===== config.mk =====
export PLATFORM = sky130hd
export DESIGN_NAME = wildcard_byte_pattern_search_flat
export DESIGN_NICKNAME = d
export VERILOG_FILES = /design/src/design/wbps_pkg.sv /design/src/design/wbps_stream_if.sv /design/src/design/wbps_cell.sv /design/src/design/wildcard_byte_pattern_search.sv /design/src/flat_wrapper.sv
export SDC_FILE = /design/constraint.sdc
export NUM_CORES = 2
export LEC_CHECK = 0
export ABC_CLOCK_PERIOD_IN_PS = 12400
export BUFFER_PORTS_ARGS = -buffer_cell sky130_fd_sc_hd__buf_2
export CORE_MARGIN = 4
export CORE_UTILIZATION = 40
export CTS_BUF_LIST = sky130_fd_sc_hd__clkbuf_4 sky130_fd_sc_hd__clkbuf_8 sky130_fd_sc_hd__clkbuf_16
export DETAILED_ROUTE_END_ITERATION = 10
export GPL_TIMING_DRIVEN = 1
export SETUP_SLACK_MARGIN = 0.5
export SLEW_MARGIN = 30
export SYNTH_ARGS = -nofsm -noshare
export SYNTH_HDL_FRONTEND = slang
export SYNTH_SLANG_ARGS = --single-unit

===== constraint.sdc =====
create_clock -name clk_i -period 12.4 [get_ports clk_i]
set_input_delay 1.24 -clock clk_i [delete_from_list [all_inputs] [get_ports clk_i]]
set_output_delay 1.24 -clock clk_i [all_outputs]
set_load 0.02 [all_outputs]

===== src/design/wbps_pkg.sv =====
// shared types, constants and helpers of the wildcard byte pattern search
`timescale 1ns / 1ps
`default_nettype none

package wbps_pkg;

  localparam int BYTE_W        = 8;
  localparam int ADDR_W        = 64;
  localparam int PAT_REG_BYTES = 24;
  localparam int PAT_W         = PAT_REG_BYTES * BYTE_W;
  localparam int CARE_W        = 24;
  localparam int LEN_W         = 5;
  localparam int REG_IDX_W     = 3;
  localparam int OP_BYTES      = 4;
  localparam int OP_W          = OP_BYTES * BYTE_W;
  localparam int OP_OFS        = 3;
  localparam int INSN_LEN      = 7;
  localparam int OFF_W         = 34;
  localparam int CNT_W         = 3;

  typedef enum logic [REG_IDX_W-1:0] {
    REG_PAT_LO   = 3'd0,
    REG_PAT_MID  = 3'd1,
    REG_PAT_HI   = 3'd2,
    REG_CARE     = 3'd3,
    REG_LEN      = 3'd4,
    REG_BASE     = 3'd5,
    REG_RELATIVE = 3'd6
  } reg_idx_e;

  // expected byte and care flag handed to one window cell
  typedef struct packed {
    logic              care;
    logic [BYTE_W-1:0] pat;
  } cell_ref_t;

  // pattern byte k of the concatenated pattern registers
  function automatic logic [BYTE_W-1:0] pat_byte(input logic [PAT_W-1:0] pat,
                                                 input logic [LEN_W-1:0] k);
    logic [PAT_W-1:0] sh;
    sh = pat >> {k, 3'b000};
    return sh[BYTE_W-1:0];
  endfunction

endpackage

`default_nettype wire


===== src/design/wbps_stream_if.sv =====
// stream channels: byte input and search result output
`timescale 1ns / 1ps
`default_nettype none

interface wbps_in_if;
  logic                      valid;
  logic                      ready;
  logic [wbps_pkg::BYTE_W-1:0] data_byte;
  logic                      last_byte;

  modport source (output valid, output data_byte, output last_byte, input ready);
  modport sink   (input valid, input data_byte, input last_byte, output ready);
endinterface

interface wbps_out_if;
  logic                      valid;
  logic                      ready;
  logic                      found;
  logic [wbps_pkg::ADDR_W-1:0] match_address;

  modport source (output valid, output found, output match_address, input ready);
  modport sink   (input valid, input found, input match_address, output ready);
endinterface

`default_nettype wire


===== src/design/wbps_cell.sv =====
// one window cell: holds a byte, passes it on, compares the byte it takes in
`timescale 1ns / 1ps
`default_nettype none

module wbps_cell (
  input  wire logic                          clk_i,
  input  wire logic                          shift_i,
  input  wire logic [wbps_pkg::BYTE_W-1:0]   byte_i,
  input  wire wbps_pkg::cell_ref_t           ref_i,
  output logic      [wbps_pkg::BYTE_W-1:0]   byte_o,
  output logic                               hit_o
);
  import wbps_pkg::*;

  logic [BYTE_W-1:0] byte_q;

  always_ff @(posedge clk_i) begin
    if (shift_i) begin
      byte_q <= byte_i;
    end
  end

  assign byte_o = byte_q;
  // wildcard or equal byte
  assign hit_o  = !ref_i.care || (byte_i == ref_i.pat);

endmodule

`default_nettype wire


===== src/design/wildcard_byte_pattern_search.sv =====
// a result passes the address stage, then the output register, after its last byte transfers
// throughput: one byte per cycle unless stalled, set by the masked compare of the cell row
// the byte input stalls only while a finished result waits in both the address stage
// and the output register
// reset (asynchronous, active low) clears the configuration registers to zero and
// puts the search back to the start of a region; no clearing pass is needed
`timescale 1ns / 1ps
`default_nettype none

module wildcard_byte_pattern_search #(
  parameter int MAX_PATTERN_BYTES = 24
) (
  input  wire logic                              clk_i,
  input  wire logic                              rst_ni,
  input  wire logic                              cfg_we_i,
  input  wire logic [wbps_pkg::REG_IDX_W-1:0]    cfg_idx_i,
  input  wire logic [wbps_pkg::ADDR_W-1:0]       cfg_data_i,
  wbps_in_if.sink                                src_i,
  wbps_out_if.source                             res_o
);
  import wbps_pkg::*;

  // usable pattern length: bounded by the window and by the pattern registers
  localparam int CAP = (MAX_PATTERN_BYTES < PAT_REG_BYTES) ? MAX_PATTERN_BYTES
                                                           : PAT_REG_BYTES;

  typedef enum logic [1:0] {
    PH_SEARCHING,
    PH_AWAIT_OPERAND,
    PH_FOUND
  } phase_e;

  // configuration registers
  logic [ADDR_W-1:0] pat_lo_q, pat_mid_q, pat_hi_q;
  logic [CARE_W-1:0] care_q;
  logic [LEN_W-1:0]  len_q;
  logic [ADDR_W-1:0] base_q;
  logic              rel_q;

  always_ff @(posedge clk_i or negedge rst_ni) begin
    if (!rst_ni) begin
      pat_lo_q  <= '0;
      pat_mid_q <= '0;
      pat_hi_q  <= '0;
      care_q    <= '0;
      len_q     <= '0;
      base_q    <= '0;
      rel_q     <= 1'b0;
    end else if (cfg_we_i) begin
      case (reg_idx_e'(cfg_idx_i))
        REG_PAT_LO:   pat_lo_q  <= cfg_data_i;
        REG_PAT_MID:  pat_mid_q <= cfg_data_i;
        REG_PAT_HI:   pat_hi_q  <= cfg_data_i;
        REG_CARE:     care_q    <= cfg_data_i[CARE_W-1:0];
        REG_LEN:      len_q     <= cfg_data_i[LEN_W-1:0];
        REG_BASE:     base_q    <= cfg_data_i;
        REG_RELATIVE: rel_q     <= cfg_data_i[0];
        default: ;
      endcase
    end
  end

  // search state and pipeline registers
  phase_e            phase_q, phase_step;
  logic [ADDR_W-1:0] idx_q;
  logic [CNT_W-1:0]  cnt_q, cnt_d;
  logic [ADDR_W-1:0] x_q, x_d;      // address relative to region base
  logic [ADDR_W-1:0] hit_base_q;    // region base as it stood when the address was formed
  logic              a1_valid_q, a1_found_q;
  logic              out_valid_q, out_found_q;
  logic [ADDR_W-1:0] out_addr_q;

  logic in_xfer, out_free;

  assign out_free    = !out_valid_q || res_o.ready;
  assign src_i.ready = !a1_valid_q || out_free;
  assign in_xfer     = src_i.valid && src_i.ready;

  // cell row: w_new is the window after the incoming byte enters
  logic [BYTE_W-1:0] win   [CAP];
  logic [BYTE_W-1:0] w_new [CAP];
  cell_ref_t         cref  [CAP];
  logic [CAP-1:0]    hits;
  logic [PAT_W-1:0]  pat_all;
  logic [LEN_W-1:0]  len_m1;

  assign pat_all = {pat_hi_q, pat_mid_q, pat_lo_q};
  assign len_m1  = len_q - LEN_W'(1);

  for (genvar j = 0; j < CAP; j++) begin : g_cell
    logic [LEN_W-1:0]  k;
    logic [CARE_W-1:0] care_sh;

    // cell j lines up with pattern byte len-1-j
    assign k       = len_m1 - LEN_W'(j);
    assign care_sh = care_q >> k;
    assign cref[j] = '{care: (LEN_W'(j) < len_q) && care_sh[0], pat: pat_byte(pat_all, k)};

    if (j == 0) begin : g_head
      assign w_new[j] = src_i.data_byte;
    end else begin : g_body
      assign w_new[j] = win[j-1];
    end

    wbps_cell u_cell (
      .clk_i   (clk_i),
      .shift_i (in_xfer),
      .byte_i  (w_new[j]),
      .ref_i   (cref[j]),
      .byte_o  (win[j]),
      .hit_o   (hits[j])
    );
  end

  // full match: legal length, enough bytes seen, every cell agrees
  logic len_ok, filled, match;

  assign len_ok = (len_q != '0) && (len_q <= LEN_W'(CAP));
  assign filled = (idx_q[ADDR_W-1:LEN_W] != '0) || (idx_q[LEN_W-1:0] >= len_m1);
  assign match  = len_ok && filled && (&hits);

  // operand pick: distance from match start to the current byte
  logic [LEN_W-1:0]  span;
  logic [BYTE_W-1:0] opb [OP_BYTES];
  logic [OP_W-1:0]   op;
  logic              use_op;
  logic [OFF_W-1:0]  op_ext, span_ext, off;

  assign span = (phase_q == PH_AWAIT_OPERAND) ? LEN_W'(INSN_LEN - 1) : len_m1;

  always_comb begin
    logic [LEN_W-1:0] pos;
    for (int j = 0; j < OP_BYTES; j++) begin
      pos    = span - LEN_W'(OP_OFS + j);
      opb[j] = '0;
      for (int m = 0; m < CAP; m++) begin
        if (pos == LEN_W'(m)) begin
          opb[j] = w_new[m];
        end
      end
    end
  end

  assign op       = {opb[3], opb[2], opb[1], opb[0]};
  assign use_op   = (phase_q == PH_AWAIT_OPERAND) || rel_q;
  assign op_ext   = {{(OFF_W-OP_W){op[OP_W-1]}}, op};
  assign span_ext = {{(OFF_W-LEN_W){1'b0}}, span};
  // relative: start + 7 + operand; plain: start; start = current index - span
  assign off      = use_op ? (op_ext + OFF_W'(INSN_LEN) - span_ext) : ('0 - span_ext);
  assign x_d      = idx_q + {{(ADDR_W-OFF_W){off[OFF_W-1]}}, off};

  // phase advance for one transferred byte
  logic resolve;

  always_comb begin
    phase_step = phase_q;
    cnt_d      = cnt_q;
    resolve    = 1'b0;
    case (phase_q)
      PH_SEARCHING: begin
        if (match) begin
          if (!rel_q || (len_q >= LEN_W'(INSN_LEN))) begin
            resolve    = 1'b1;
            phase_step = PH_FOUND;
          end else begin
            // operand still to come: count bytes until its last one
            phase_step = PH_AWAIT_OPERAND;
            cnt_d      = CNT_W'(LEN_W'(INSN_LEN) - len_q);
          end
        end
      end
      PH_AWAIT_OPERAND: begin
        if (cnt_q == CNT_W'(1)) begin
          resolve    = 1'b1;
          phase_step = PH_FOUND;
        end else begin
          cnt_d = cnt_q - CNT_W'(1);
        end
      end
      PH_FOUND: ;
      default: phase_step = PH_SEARCHING;
    endcase
  end

  always_ff @(posedge clk_i or negedge rst_ni) begin
    if (!rst_ni) begin
      phase_q     <= PH_SEARCHING;
      idx_q       <= '0;
      cnt_q       <= '0;
      x_q         <= '0;
      hit_base_q  <= '0;
      a1_valid_q  <= 1'b0;
      a1_found_q  <= 1'b0;
      out_valid_q <= 1'b0;
      out_found_q <= 1'b0;
      out_addr_q  <= '0;
    end else begin
      if (in_xfer) begin
        cnt_q <= cnt_d;
        if (resolve) begin
          x_q        <= x_d;
          hit_base_q <= base_q;
        end
        // region end restarts the search
        if (src_i.last_byte) begin
          phase_q <= PH_SEARCHING;
          idx_q   <= '0;
        end else begin
          phase_q <= phase_step;
          idx_q   <= idx_q + ADDR_W'(1);
        end
      end

      // address stage holds the region verdict until the output register frees
      if (!a1_valid_q || out_free) begin
        a1_valid_q <= in_xfer && src_i.last_byte;
        a1_found_q <= (phase_step == PH_FOUND);
      end

      if (out_free) begin
        out_valid_q <= a1_valid_q;
        if (a1_valid_q) begin
          out_found_q <= a1_found_q;
          out_addr_q  <= a1_found_q ? (hit_base_q + x_q) : '0;
        end
      end
    end
  end

  assign res_o.valid         = out_valid_q;
  assign res_o.found         = out_found_q;
  assign res_o.match_address = out_addr_q;

endmodule

`default_nettype wire


===== src/flat_wrapper.sv =====
// flat-port wrapper written by rule: the top's interface ports become plain ports
module wildcard_byte_pattern_search_flat import wbps_pkg::*;
#(
  parameter int MAX_PATTERN_BYTES = 24
)
  (clk_i, rst_ni, cfg_we_i, cfg_idx_i, cfg_data_i, src_i_valid, src_i_data_byte, src_i_last_byte, src_i_ready, res_o_valid, res_o_found, res_o_match_address, res_o_ready);
  wbps_in_if src_i_i ();
  wbps_out_if res_o_i ();
  input  wire logic clk_i;
  input  wire logic rst_ni;
  input  wire logic cfg_we_i;
  input  wire logic [wbps_pkg::REG_IDX_W-1:0] cfg_idx_i;
  input  wire logic [wbps_pkg::ADDR_W-1:0] cfg_data_i;
  input wire logic [$bits(src_i_i.valid)-1:0] src_i_valid;
  input wire logic [$bits(src_i_i.data_byte)-1:0] src_i_data_byte;
  input wire logic [$bits(src_i_i.last_byte)-1:0] src_i_last_byte;
  output wire logic [$bits(src_i_i.ready)-1:0] src_i_ready;
  output wire logic [$bits(res_o_i.valid)-1:0] res_o_valid;
  output wire logic [$bits(res_o_i.found)-1:0] res_o_found;
  output wire logic [$bits(res_o_i.match_address)-1:0] res_o_match_address;
  input wire logic [$bits(res_o_i.ready)-1:0] res_o_ready;
  assign src_i_i.valid = src_i_valid;
  assign src_i_i.data_byte = src_i_data_byte;
  assign src_i_i.last_byte = src_i_last_byte;
  assign src_i_ready = src_i_i.ready;
  assign res_o_valid = res_o_i.valid;
  assign res_o_found = res_o_i.found;
  assign res_o_match_address = res_o_i.match_address;
  assign res_o_i.ready = res_o_ready;
  wildcard_byte_pattern_search #(.MAX_PATTERN_BYTES(MAX_PATTERN_BYTES)) u_core (.clk_i(clk_i), .rst_ni(rst_ni), .cfg_we_i(cfg_we_i), .cfg_idx_i(cfg_idx_i), .cfg_data_i(cfg_data_i), .src_i(src_i_i), .res_o(res_o_i));
endmodule

==> impl_metrics.ini <==
[sta]
rsz0062_at_grt = no
slew_violations = 0
min_period_ns = 11.45
relSlewSlack_pct = 20.73
setup_viol = 0
report.final.hold_viol_count = 0
finalClockSkew_ns = 0.08327
finalSetupTns_ns = 0
finalCritPeriodShare_pct = 92.33
worst_pin_slew_ns = 1.182
max_clock_freq_ghz = 0.08734

[flow_run]
drv_cap = 0

[floorplan]
io_pins = 148
die_y_um = 386.4
die-area_mm2 = 0.1493
initial_core_util_pct = 40.34
std_cell_rows = 138
die_w_um = 386.4
core-area_mm2 = 0.1419

[pwr]
peakVddDrop_mv = 0.2109
power.internal_mw = 8.363
leakage_nw = 26.25
powerDensity_mw_per_mm2 = 271.2
p_clk_share_pct = 15.7
swShare_pct = 51.51
power_frac_seq_pct = 19.3
switchingPower_mw = 8.884
p_comb_share_pct = 65.0

[critical_path]
worstPathRequired_ns = 13.04
reg2reg_from = u_core.len_q[0]
reg2reg_to = u_core.x_q[63]
path_class = register to register
r2r_slack_ns = 0.95
worstPathArrival_ns = 12.09
endpoint_kind = register
cpPeakStageDelay_ns = 0.84
crit_top_cell = buf_4
cp_max_fo = 27
crit_start = u_core.len_q[0]
slowest_stage = a211oi_1
worstSetupStartpointType = register
rr_worst_depth = 39

[clock_tree]
cts_buffer_depth = 3
cts_root_buf = clkbuf_16
cts_hold_buf = 0
clk_latency_ns = 0.76
htreeDepth = 3
clkTransAtPathRegs_ns = 0.07
cts_tree = yes
numClockSinks = 735
cts_buffers = 86

[synth]
ys_seq_area_share_pct = 33.73
synth_top_area_cell = dfrtp_1
yosys-top-cells-count = 551 x dfrtp_1, 506 x nand2_1, 450 x mux2_2
netlist_instances = 5673
yosysMostFrequentCell = dfrtp_1
synthArstFlopShare_pct = 74.97
synth-warning-count = 0
synth.area.top_cells = dfrtp_1 24%, edfxtp_1 9.6%, mux2_2 8.8%
syn-num-nets = 5910
synth-edff-count = 184
synthesis.area_mm2 = 0.05726
yosys.area.top_type_share_pct = 24.08
synth_flop_cell = dfrtp_1
synth_cell_type_count = 128
syn_avg_cell_area_um2 = 10.09
synth_seq_cells = 735

[detailed_routing]
routedWlPerCell_um = 37.27
wl_um = 287700
drc = 0
drt_iter0_drc = 7371
ant_nets = 0
drt-pass1-iter-count = 10
vias = 52570
viasPerCell = 6.810

[finish]
final_cells = 7719
fill_cells = 13500
multi_input_area_mm2 = 0.03622
final_layout_size_suffix_gt1_share_pct = 22.84
nNetsFinal = 5982
area_growth_pct = 11.07
seq_area_mm2 = 0.01932

[worst_hold_path]
worstHoldStart = u_core.res_o.found
hold_path_depth = 2
hold_path_class = register to register
min_to = u_core.res_o.found

[grt]
grt_max_degree = 165
antenna_found_initial = 31
grt_use_total_pct = 37.65
grt_pass1_vias = 49280
grt_pass1_wl_um = 395200
overflow = 0

[placement]
dp_hpwl_um = 219000
dp_cells = 7541
placement.io_buffers = 147
gp_congestion = 1.092

[outcome]
status = finished clean
## cell families (layout without fill, tap and decap cells)
family                     after synthesis  count (layout)  share of synthesized area (%)
AOI/OAI and AO/OA                     1511            1511                          17.69
xor gates and xnor gates               439             439                          6.962
adders and majority gates              157             157                          3.466
buffers and inverters                  436             578                          3.435
DFF                                    735             735                          33.73
muxes                                  945             945                          22.27
other                                    0              14                              0
and+or+nand+nor                       1450            1450                          12.45
## state kept, by name (all words and copies together), names as in the netlist, 2 cells and up
signal                       flops
u_core.x_q                      64
u_core.care_q                   24
u_core.base_q                   64
u_core.phase_q                   2
u_core.pat_hi_q                 64
u_core.len_q                     5
u_core.pat_mid_q                64
u_core.cnt_q                     3
u_core.idx_q                    64
u_core.pat_lo_q                 64
u_core.hit_base_q               64
u_core.res_o.match_address      64
u_core.g_cell.u_cell.byte_o    184
## layout make-up
class	count	share of cell area (%)
multi-input cells	4502	56.95
inverters	74	0.4584
clock buffers	113	3.860
clock inverters	45	0.9109
repair buffers	346	3.671
well taps	1890	3.718
flip-flops and latches	735	30.38
diodes	14	0.05508
## power groups by stage
stage	clock network, mW	logic [mW]	registers, mW
after floorplan	0	7.07	3.05
after global placement	0	10.7	3.31
final	2.72	11.2	3.32
after global routing	2.85	11.6	3.33
after CTS	2.76	10.8	3.29
after detailed placement	0	10.7	3.34
## critical path: cells and delay by family, from the launching register on
family                     cells  cell delay, ns
AOI/OAI and AO/OA             16            4.92
buffers and inverters          5            1.45
xor gates and xnor gates       4            0.76
DFF                            1            0.67
muxes                          1            0.26
and+or+nand+nor               10            2.30
adders and majority gates      3            0.94
## routing by layer
metal / GRT usage (%) / wire length (um) / up-vias
li1: - / - / 21830
met1: 47.39 / 109900 / 26500
met2: 57.09 / 124600 / 3355
met3: 10.95 / 30810 / 881
met4: 22.94 / 22380 / 8
met5: 0 / 50 / -
## how the worst max path moves through the flow
stage	slack (ns)	to	cells past startpoint
finish	0.95	u_core.x_q[63]	39
global route	0.58	u_core.x_q[63]	39
CTS	0.83	u_core.x_q[62]	41
detailed placement	0.85	u_core.x_q[62]	41
global placement	0.61	u_core.x_q[62]	41
floorplan	2.02	u_core.x_q[63]	43
## timing repair
item | in CTS | in global routing
gates resized for setup | 0 | 9
buffers inserted | 0 | 3
setup endpoints to repair | 0 | 8
## through the flow
step                util (%)  setup slack, ns  area, um2  hold WS [ns]  power, mW
finish                 44.81           0.9508      63600        0.4803      17.25
global route           44.79           0.5848      63570        0.5089      17.77
detailed placement     42.55           0.8516      60390        0.4637      14.07
floorplan                  -            2.024      57260        0.4244      10.12
global placement       42.51           0.6110      60330        0.4618      14.02
CTS                    44.68           0.8280      63420        0.4803      16.84
## cell usage in the layout, fill, tap and decap left out, types with 63 or more instances in the layout
cell type	n
mux4_2	218
buf_4	185
nand4_1	73
ha_1	151
nand3_1	137
mux2_2	450
a22oi_1	103
mux2i_1	276
dfrtp_1	548
xor2_1	167
a21o_1	102
edfxtp_1	184
nor3_1	70
o21ai_0	355
clkbuf_16	86
inv_1	65
xnor2_1	251
a21oi_1	338
nand2_1	505
nor4_1	63
o22ai_1	65
nor2_1	322
buf_2	148
No activity file was read; power rests on OpenSTA's default activity.
